### src/rtl/cfsh_pkg.sv
`timescale 1ns / 1ps
`default_nettype none

package cfsh_pkg;

  // Hash constants
  localparam logic [63:0] FnvBasis   = 64'hCBF2_9CE4_8422_2325;
  localparam logic [63:0] Golden     = 64'h9E37_79B9_7F4A_7C15;
  localparam logic [63:0] FinalMul   = 64'hFF51_AFD7_ED55_8CCD;
  localparam logic [63:0] EmptyHash  = FnvBasis ^ Golden;
  localparam int unsigned FoldShift  = 33;
  localparam int unsigned MixShift   = 29;
  localparam logic [15:0] CohBase    = 16'd15000;
  localparam logic [15:0] EntBase    = 16'd12000;

  // Message queue depth between front and back
  localparam int unsigned QueueDepthDefault = 2;

  // Configuration register byte addresses
  localparam logic [2:0] AddrSalt = 3'd0;

  // Finished message handed from front to back
  typedef struct packed {
    logic        empty;
    logic [63:0] acc;
    logic [63:0] count;
  } job_t;

  // Queue status seen by front and back
  typedef struct packed {
    logic full;
    logic empty;
  } q_status_t;

  typedef enum logic [1:0] {
    BK_IDLE,
    BK_MUL,
    BK_FIN
  } back_state_t;

  // Fold ASCII upper case to lower case
  function automatic logic [7:0] fold_upper(input logic [7:0] b);
    logic [7:0] r;
    r = b;
    if (b inside {[8'h41 : 8'h5A]}) begin
      r = b + 8'd32;
    end
    return r;
  endfunction

  // One FNV-1a step: xor the byte, multiply by 2^40 + 0x1B3 as shift-adds
  function automatic logic [63:0] fnv_step(input logic [63:0] acc, input logic [7:0] b);
    logic [63:0] x;
    x = acc ^ {56'd0, b};
    return x + (x << 1) + (x << 4) + (x << 5) + (x << 7) + (x << 8) + (x << 40);
  endfunction

endpackage

`default_nettype wire

### src/rtl/cfsh_queue.sv
`timescale 1ns / 1ps
`default_nettype none

module cfsh_queue #(
  parameter int unsigned DEPTH = 2
) (
  input  wire logic                   clk,
  input  wire logic                   rst,
  input  wire logic                   push,
  input  wire cfsh_pkg::job_t         push_job,
  input  wire logic                   pop,
  output cfsh_pkg::job_t              head_job,
  output cfsh_pkg::q_status_t         status
);
  import cfsh_pkg::*;

  localparam int unsigned PtrW = (DEPTH > 1) ? $clog2(DEPTH) : 1;
  localparam int unsigned CntW = $clog2(DEPTH + 1);

  job_t            entries [DEPTH];
  logic [PtrW-1:0] wr_ptr;
  logic [PtrW-1:0] rd_ptr;
  logic [CntW-1:0] count;

  // Store pushed item
  always_ff @(posedge clk) begin
    if (push) begin
      entries[wr_ptr] <= push_job;
    end
  end

  // Advance pointers and occupancy
  always_ff @(posedge clk) begin
    if (rst) begin
      wr_ptr <= '0;
      rd_ptr <= '0;
      count  <= '0;
    end else begin
      if (push) begin
        wr_ptr <= (wr_ptr == PtrW'(DEPTH - 1)) ? '0 : wr_ptr + 1'b1;
      end
      if (pop) begin
        rd_ptr <= (rd_ptr == PtrW'(DEPTH - 1)) ? '0 : rd_ptr + 1'b1;
      end
      if (push && !pop) begin
        count <= count + 1'b1;
      end else if (pop && !push) begin
        count <= count - 1'b1;
      end
    end
  end

  assign head_job     = entries[rd_ptr];
  assign status.full  = (count == CntW'(DEPTH));
  assign status.empty = (count == '0);

endmodule

`default_nettype wire

### src/rtl/cfsh_front.sv
`timescale 1ns / 1ps
`default_nettype none

module cfsh_front (
  input  wire logic                   clk,
  input  wire logic                   rst,
  input  wire logic                   byte_valid,
  output logic                        byte_stall,
  input  wire logic                   kind,
  input  wire logic [7:0]             data_byte,
  input  wire logic                   last_byte,
  input  wire cfsh_pkg::q_status_t    q_status,
  output logic                        push,
  output cfsh_pkg::job_t              push_job
);
  import cfsh_pkg::*;

  logic [63:0] acc;
  logic [63:0] count;
  logic [63:0] acc_next;
  logic [63:0] count_next;
  logic        accept;

  // Hold the input while the queue has no room
  assign byte_stall = q_status.full;
  assign accept     = byte_valid && !byte_stall;

  // Fold and hash the incoming byte
  assign acc_next   = fnv_step(acc, fold_upper(data_byte));
  assign count_next = count + 64'd1;

  // Hand a finished message to the back end
  always_comb begin
    push           = accept && (kind || last_byte);
    push_job.empty = kind;
    push_job.acc   = acc_next;
    push_job.count = count_next;
  end

  // Update accumulator; drop back to basis at message end
  always_ff @(posedge clk) begin
    if (rst) begin
      acc   <= FnvBasis;
      count <= '0;
    end else if (accept) begin
      if (kind || last_byte) begin
        acc   <= FnvBasis;
        count <= '0;
      end else begin
        acc   <= acc_next;
        count <= count_next;
      end
    end
  end

endmodule

`default_nettype wire

### src/rtl/cfsh_back.sv
`timescale 1ns / 1ps
`default_nettype none

module cfsh_back (
  input  wire logic                   clk,
  input  wire logic                   rst,
  input  wire logic [31:0]            salt_value,
  input  wire cfsh_pkg::job_t         head_job,
  input  wire cfsh_pkg::q_status_t    q_status,
  output logic                        pop,
  output logic                        seed_valid,
  input  wire logic                   seed_stall,
  output logic [63:0]                 seed_word,
  output logic [31:0]                 check_word,
  output logic [15:0]                 coherence_seed,
  output logic [15:0]                 entropy_seed
);
  import cfsh_pkg::*;

  // Multiplier schedule: issue at a step, registered product consumed at the next step
  localparam logic [3:0] StepCntLo  = 4'd0;
  localparam logic [3:0] StepCntHiG = 4'd1;
  localparam logic [3:0] StepCntLoH = 4'd2;
  localparam logic [3:0] StepSaltLo = 4'd3;
  localparam logic [3:0] StepSaltHi = 4'd4;
  localparam logic [3:0] StepMixLo  = 4'd5;
  localparam logic [3:0] StepMixHiF = 4'd6;
  localparam logic [3:0] StepMixLoH = 4'd7;
  localparam logic [3:0] StepLast   = 4'd8;

  back_state_t state;
  back_state_t state_next;
  logic [3:0]  step;
  logic [31:0] op_a;
  logic [31:0] op_b;
  logic [63:0] prod;
  logic [63:0] len_term;
  logic [63:0] salt_term;
  logic [63:0] mix_acc;
  logic [63:0] pre_mix;
  logic [63:0] folded;
  logic [63:0] mixed;
  logic [63:0] seed;
  logic        out_load;

  // Fold before the final multiply, mix after it, then apply empty value and salt
  assign pre_mix = head_job.acc ^ len_term;
  assign folded  = pre_mix ^ (pre_mix >> FoldShift);
  assign mixed   = mix_acc ^ (mix_acc >> MixShift);
  assign seed    = (head_job.empty ? EmptyHash : mixed) ^ salt_term;

  // Next state
  always_comb begin
    state_next = state;
    case (state)
      BK_IDLE: if (!q_status.empty) state_next = BK_MUL;
      BK_MUL:  if (step == StepLast) state_next = BK_FIN;
      BK_FIN:  if (out_load) state_next = BK_IDLE;
      default: state_next = BK_IDLE;
    endcase
  end

  // Outputs of the sequencer
  always_comb begin
    out_load = 1'b0;
    case (state)
      BK_FIN:  out_load = !seed_valid || !seed_stall;
      default: out_load = 1'b0;
    endcase
  end
  assign pop = out_load;

  // Select multiplier operands for this step
  always_comb begin
    case (step)
      StepCntLo:  begin op_a = head_job.count[31:0];  op_b = Golden[31:0];   end
      StepCntHiG: begin op_a = head_job.count[31:0];  op_b = Golden[63:32];  end
      StepCntLoH: begin op_a = head_job.count[63:32]; op_b = Golden[31:0];   end
      StepSaltLo: begin op_a = salt_value;            op_b = Golden[31:0];   end
      StepSaltHi: begin op_a = salt_value;            op_b = Golden[63:32];  end
      StepMixLo:  begin op_a = folded[31:0];          op_b = FinalMul[31:0]; end
      StepMixHiF: begin op_a = folded[31:0];          op_b = FinalMul[63:32]; end
      StepMixLoH: begin op_a = folded[63:32];         op_b = FinalMul[31:0]; end
      default:    begin op_a = '0;                    op_b = '0;             end
    endcase
  end

  // Sequencer state and step counter
  always_ff @(posedge clk) begin
    if (rst) begin
      state <= BK_IDLE;
      step  <= '0;
    end else begin
      state <= state_next;
      if (state == BK_MUL) begin
        step <= step + 4'd1;
      end else begin
        step <= '0;
      end
    end
  end

  // Shared multiplier and partial-product accumulators
  always_ff @(posedge clk) begin
    prod <= {32'd0, op_a} * {32'd0, op_b};
    if (state == BK_MUL) begin
      case (step)
        StepCntHiG: len_term  <= prod;
        StepCntLoH: len_term  <= len_term + {prod[31:0], 32'd0};
        StepSaltLo: len_term  <= len_term + {prod[31:0], 32'd0};
        StepSaltHi: salt_term <= prod;
        StepMixLo:  salt_term <= salt_term + {prod[31:0], 32'd0};
        StepMixHiF: mix_acc   <= prod;
        StepMixLoH: mix_acc   <= mix_acc + {prod[31:0], 32'd0};
        StepLast:   mix_acc   <= mix_acc + {prod[31:0], 32'd0};
        default:    mix_acc   <= mix_acc;
      endcase
    end
  end

  // Output register valid
  always_ff @(posedge clk) begin
    if (rst) begin
      seed_valid <= 1'b0;
    end else if (out_load) begin
      seed_valid <= 1'b1;
    end else if (!seed_stall) begin
      seed_valid <= 1'b0;
    end
  end

  // Output register payload
  always_ff @(posedge clk) begin
    if (out_load) begin
      seed_word      <= seed;
      check_word     <= seed[63:32] ^ seed[31:0] ^ salt_value;
      coherence_seed <= CohBase + {1'b0, seed[14:0]};
      entropy_seed   <= EntBase + {1'b0, seed[29:15]};
    end
  end

endmodule

`default_nettype wire

### src/rtl/case_folded_fnv1a_seed_hash_unit.sv
`timescale 1ns / 1ps
`default_nettype none

// Channel   Signals                                  Moves
// byte      byte_valid/byte_stall, kind, data_byte,   one message byte or empty message
//           last_byte
// seed      seed_valid/seed_stall, seed_word,         one seed per finished message
//           check_word, coherence_seed, entropy_seed
// apb       psel/penable/pwrite/paddr/pwdata/prdata   salt register at address 0
//
// The front end takes one byte item per cycle unless byte_stall holds it;
// the FNV step is shift-adds. For each finished message the back end's one
// shared 32x32 multiplier works through eight partial products in sequence.
// The message queue holds QUEUE_DEPTH finished messages; byte_stall rises
// when it is full. seed_stall holds the output register and then the back end.
// Reset clears salt to zero, the accumulator to the FNV basis and the queue.

module case_folded_fnv1a_seed_hash_unit #(
  parameter int unsigned QUEUE_DEPTH = cfsh_pkg::QueueDepthDefault
) (
  input  wire logic        clk,
  input  wire logic        rst,
  input  wire logic        byte_valid,
  output logic             byte_stall,
  input  wire logic        kind,
  input  wire logic [7:0]  data_byte,
  input  wire logic        last_byte,
  output logic             seed_valid,
  input  wire logic        seed_stall,
  output logic [63:0]      seed_word,
  output logic [31:0]      check_word,
  output logic [15:0]      coherence_seed,
  output logic [15:0]      entropy_seed,
  input  wire logic        psel,
  input  wire logic        penable,
  input  wire logic        pwrite,
  input  wire logic [2:0]  paddr,
  input  wire logic [31:0] pwdata,
  output logic [31:0]      prdata,
  output logic             pready
);
  import cfsh_pkg::*;

  logic        [31:0] salt_value;
  logic               push;
  logic               pop;
  job_t               push_job;
  job_t               head_job;
  q_status_t          q_status;

  // Configuration register
  assign pready = 1'b1;
  always_ff @(posedge clk) begin
    if (rst) begin
      salt_value <= '0;
    end else if (psel && penable && pwrite && (paddr[2] == AddrSalt[2])) begin
      salt_value <= pwdata;
    end
  end
  assign prdata = (paddr[2] == AddrSalt[2]) ? salt_value : '0;

  cfsh_front u_front (
    .clk        (clk),
    .rst        (rst),
    .byte_valid (byte_valid),
    .byte_stall (byte_stall),
    .kind       (kind),
    .data_byte  (data_byte),
    .last_byte  (last_byte),
    .q_status   (q_status),
    .push       (push),
    .push_job   (push_job)
  );

  cfsh_queue #(
    .DEPTH (QUEUE_DEPTH)
  ) u_queue (
    .clk      (clk),
    .rst      (rst),
    .push     (push),
    .push_job (push_job),
    .pop      (pop),
    .head_job (head_job),
    .status   (q_status)
  );

  cfsh_back u_back (
    .clk            (clk),
    .rst            (rst),
    .salt_value     (salt_value),
    .head_job       (head_job),
    .q_status       (q_status),
    .pop            (pop),
    .seed_valid     (seed_valid),
    .seed_stall     (seed_stall),
    .seed_word      (seed_word),
    .check_word     (check_word),
    .coherence_seed (coherence_seed),
    .entropy_seed   (entropy_seed)
  );

`ifndef SYNTHESIS
  a_no_push_full: assert property (@(posedge clk) disable iff (rst)
    push |-> !q_status.full)
    else $error("message pushed into full queue");

  a_no_pop_empty: assert property (@(posedge clk) disable iff (rst)
    pop |-> !q_status.empty)
    else $error("back end finished with no queued message");

  a_queue_status: assert property (@(posedge clk) disable iff (rst)
    !(q_status.full && q_status.empty))
    else $error("queue reports full and empty at once");

  a_check_fold: assert property (@(posedge clk) disable iff (rst)
    seed_valid |-> (check_word == (seed_word[63:32] ^ seed_word[31:0] ^ salt_value)))
    else $error("check word does not match seed and salt");
`endif

endmodule

`default_nettype wire

### config.mk
export PLATFORM = sky130hd
export DESIGN_NAME = case_folded_fnv1a_seed_hash_unit
export DESIGN_NICKNAME = d
export VERILOG_FILES = /design/src/rtl/cfsh_pkg.sv /design/src/rtl/cfsh_queue.sv /design/src/rtl/cfsh_front.sv /design/src/rtl/cfsh_back.sv /design/src/rtl/case_folded_fnv1a_seed_hash_unit.sv
export SDC_FILE = /design/constraint.sdc
export NUM_CORES = 2
export LEC_CHECK = 0
export BUFFER_PORTS_ARGS = -buffer_cell sky130_fd_sc_hd__buf_2
export CORE_UTILIZATION = 50
export DETAILED_ROUTE_END_ITERATION = 8
export GPL_ROUTABILITY_DRIVEN = 1
export GPL_TIMING_DRIVEN = 0
export MAX_ROUTING_LAYER = met4
export PLACE_DENSITY = 0.66
export SKIP_CTS_REPAIR_TIMING = 1
export SYNTH_ARGS = -nofsm -noshare
export SYNTH_HDL_FRONTEND = slang
export SYNTH_SLANG_ARGS = --single-unit
export TNS_END_PERCENT = 100
### constraint.sdc
create_clock -name clk -period 20.2 [get_ports clk]
set_input_delay 2.02 -clock clk [delete_from_list [all_inputs] [get_ports clk]]
set_output_delay 2.02 -clock clk [all_outputs]
set_load 0.05 [all_outputs]
==> results.txt <==
The flow ran to the end, and the final reports show no timing, DRC or antenna violations. Once layout is complete, the utilization of the core stands at 55.4%. In the synthesized netlist, mux cells make up 1.82% of the area. The fraction of synthesis flops using an asynchronous set or reset pin came out at 0%. The area share of fa/ha/maj cells after synthesis came out at 37.2%. The slowest stage of the critical path belongs to the cell o31ai_1.

The number of buffer and inverter stages on the critical path was 7; the number of ports placed on the die boundary was 215. Setup repair after global routing left no endpoint under its margin. The congestion estimate from routability-driven global placement came to 1.06. First-iteration detailed-routing DRC count: 5,919. The die width works out to 394 µm.

Measured in cells, the most critical reg-to-reg path has a length of 31. The tool flagged a number of max-cap violations equal to 0. On the worst path, the slowest cell contributes a delay of 0.92 ns. Yosys printed 0 warnings. For this run, the top clock speed supported by timing is 71.7 MHz. The vias per cell was 5.75; the post-route cell area was 0.0844 mm². The total vias in the final route is 56.2k. The share of synthesized cell area in and, or, nand and nor gates is 8.99%. The clock net in this run drives a total of 806 sinks.

The clock root buffer was clkbuf_16. For the final database, setup skew stands at 0.0557 ns. The largest total area in the synthesized netlist belongs to fa_1. For the number of antenna violations at the first check in global routing, the log shows 13. STA classifies the critical path startpoint as a flip-flop. The register bit count reported by yosys works out to 806.

After the last flow step, the layout net total stands at 9,328. Clock-pin slew was measured on the worst setup and hold paths at 0.06 ns. The count of standard-cell rows was 143; the final max-slew violation count was 0. After synthesis, flip-flops and latches occupy 28.4% of the total area. Aggregate routed wire length: 284,000 µm.

The top flip-flop cell by instance count after synthesis was edfxtp_1. TritonCTS built the clock tree. Port buffer count: 210. After synthesis, the mean cell area works out to 10.5 µm². The number of instances in the placed design was 9,605.

The worst path needs 13.95 ns of the cycle, external delays included. At the pin with the least slew margin, the transition time is 1.46 ns. The source of the worst hold timing path was u_front.count[63].

The logs give 7,325 for the number of instances in the synthesized netlist and 55.8k for the via count of the first global-routing pass. The finished layout holds 9,770 standard cells, fillers aside. The final critical path takes up 69.1% of the cycle. The clock reaches the later pin of the worst-skew pair after 0.73 ns. When the netlist entered floorplanning its net count stood at 8,993. The top fanout value on the critical path is 10. The top-area cell type share of the netlist area works out to 29.1%. The first global-routing pass estimated 403,000 µm of wire. By area the synthesized netlist is led by fa_1 (29%), edfxtp_1 (22%), ha_1 (8.2%). Gate family responsible for the most delay along the worst path: adder cells. The post-route netlist has 6.67% of its cells at a drive strength greater than 1. Most repeated cell in the gate-level netlist after synthesis: inv_1. In the final timing run, aggregate negative setup slack is 0 ns. The number of iterations in the first detailed-routing pass is 8. The final global-route overflow total is 0, and the area enclosed by the die boundary is 0.155 mm².

The number of endpoints with negative hold slack in the final report came out at 0. The synthesized netlist devotes 8.88% of its cell area to compound gates. Detailed placement ended at an HPWL of 243,000 µm.

Largest buffer count on any clock path: 3. The run gives 95 as the number of distinct library cells after synthesis. The mapped cell area was 0.0768 mm². The pin count of the biggest net entering global routing is 86.

Summing the areas of all xor and xnor instances in the mapped netlist gives 6.51% of the synthesized area. The logs give 13.6k for the layout filler cell count and 50.4% for the initial core utilization. The total clock buffers created by CTS was 83; the number of routed nets with antenna violations was 0.

In this run the tightest slew margin relative to its limit is 2.75%. The capturing point of the worst reg2reg path is u_back.prod[63]. Counting stages on the worst path, the most repeated cell is fa_1.

The area of the placeable core was 0.152 mm²; the instance count along the most critical hold path was 2. The vertical die dimension works out to 394 µm. Path class of the lowest-slack min-delay path: reg -> reg. STA classifies the critical path endpoint as a flip-flop.

Summing all placed instances gives a cell area of 0.0814 mm². Setup violations remaining at the end of the flow were counted as 0. From synthesis to final layout, the design area changed by 9.87%. The data arrival time at the worst-slack endpoint is 14.55 ns. The synthesized design contains 570 enable-type register cells.

Counting buffers and inverters, the worst setup path is 31 cells deep. STA puts the critical path data required time at 20.80 ns. Maximum level of the CTS H-tree: 3.

In this run the register-to-register setup slack is 6.25 ns. The wire length per cell after detailed routing is 29.1 µm. After synthesis, the largest family of logic cells by area is adder cells. Global routing used 38.0% of the available tracks across all layers. The startpoint of the worst-slack reg-to-reg timing path was u_back.step[1]. End point of the most critical hold path: u_front.count[63]. The commonest cells after synthesis are inv_1 (1,417), fa_1 (1,115), edfxtp_1 (570). Kind of critical path: reg -> reg. In the routed design, unresolved DRC markers number 0.
==> cell type report <==
class	count	area, µm²	share of cell area [%]
Clock inverter	56	726	0.860
Clock buffer	100	2200	2.61
Multi-Input combinational cell	4882	49100	58.2
Sequential cell	806	21800	25.9
Timing Repair Buffer	250	1700	2.02
Buffer	216	897	1.06
Tap cell	2030	2540	3.01
Inverter	1421	5340	6.33
Antenna cell	9	22.5	0.0267
==> worst max path at each step <==
stage / startpoint / endpoint / slack (ns)
global route: u_back.step[0] / u_back.prod[63] / 6.11
CTS: u_back.step[1] / u_back.prod[63] / 6.84
finish: u_back.step[1] / u_back.prod[63] / 6.25
floorplan: flip-flop / u_back.prod[62] / 10.67
detailed placement: u_back.step[1] / u_back.prod[63] / 6.84
global placement: u_back.step[1] / u_back.prod[54] / 6.31
==> state kept, by name, indices dropped and copies added, names as in the netlist, 56 cells and up, named ones only <==
name,cells
u_back.prod,64
u_back.mix_acc,64
u_back.salt_term,64
u_front.count,64
u_queue.entries,258
u_back.len_term,64
u_front.acc,64
u_back.seed_word,56
==> layer usage <==
metal | vias up | GRT usage, % | wire length, µm
li1 | 24300 | - | -
met1 | 29000 | 55.4 | 127000
met2 | 2524 | 54.2 | 122000
met3 | 365 | 6.26 | 24900
met4 | 0 | 11.6 | 9850
met5 | - | - | 0
==> worst register-to-register path: cells and delay by family, from the launching register on <==
kind            cells  cell delay [ns]
compound gates      7             3.41
xor+xnor            1             0.14
fa+ha+maj          10             5.13
buf+inv             7             2.82
flops               1             0.38
simple gates        6             1.97
==> cell families after synthesis <==
logic type      after synthesis
buf+inv                    1637
fa+ha+maj                  1616
simple gates               1517
compound gates             1039
flops                       806
xor+xnor                    570
mux                         139
other cells                   1
==> cell usage in the layout, fill, tap and decap left out, drive strengths merged, types with 38 or more instances in the layout <==
cell / n
and2: 111
edfxtp: 570
dfxtp: 236
mux2i: 131
a31oi: 38
nor3: 61
nor2: 514
a22oi: 52
buf: 289
ha: 501
nand2b: 39
a21oi: 279
xor2: 216
nand2: 524
nand3: 64
nor2b: 59
nand4: 45
clkbuf: 277
o21ai: 254
fa: 1115
a21o: 135
inv: 1426
xnor2: 354
==> metrics by stage <==
stage / worst slack (ns) / hold WS [ns]
after floorplan: 10.67 / 0.446
after global placement: 6.31 / 0.463
after detailed placement: 6.84 / 0.464
after CTS: 6.84 / 0.472
after global routing: 6.11 / 0.515
final: 6.25 / 0.468
Power is left out: the tool's default activity adds up to more than one toggle a clock period on the data nets, which glitch-free logic cannot reach.
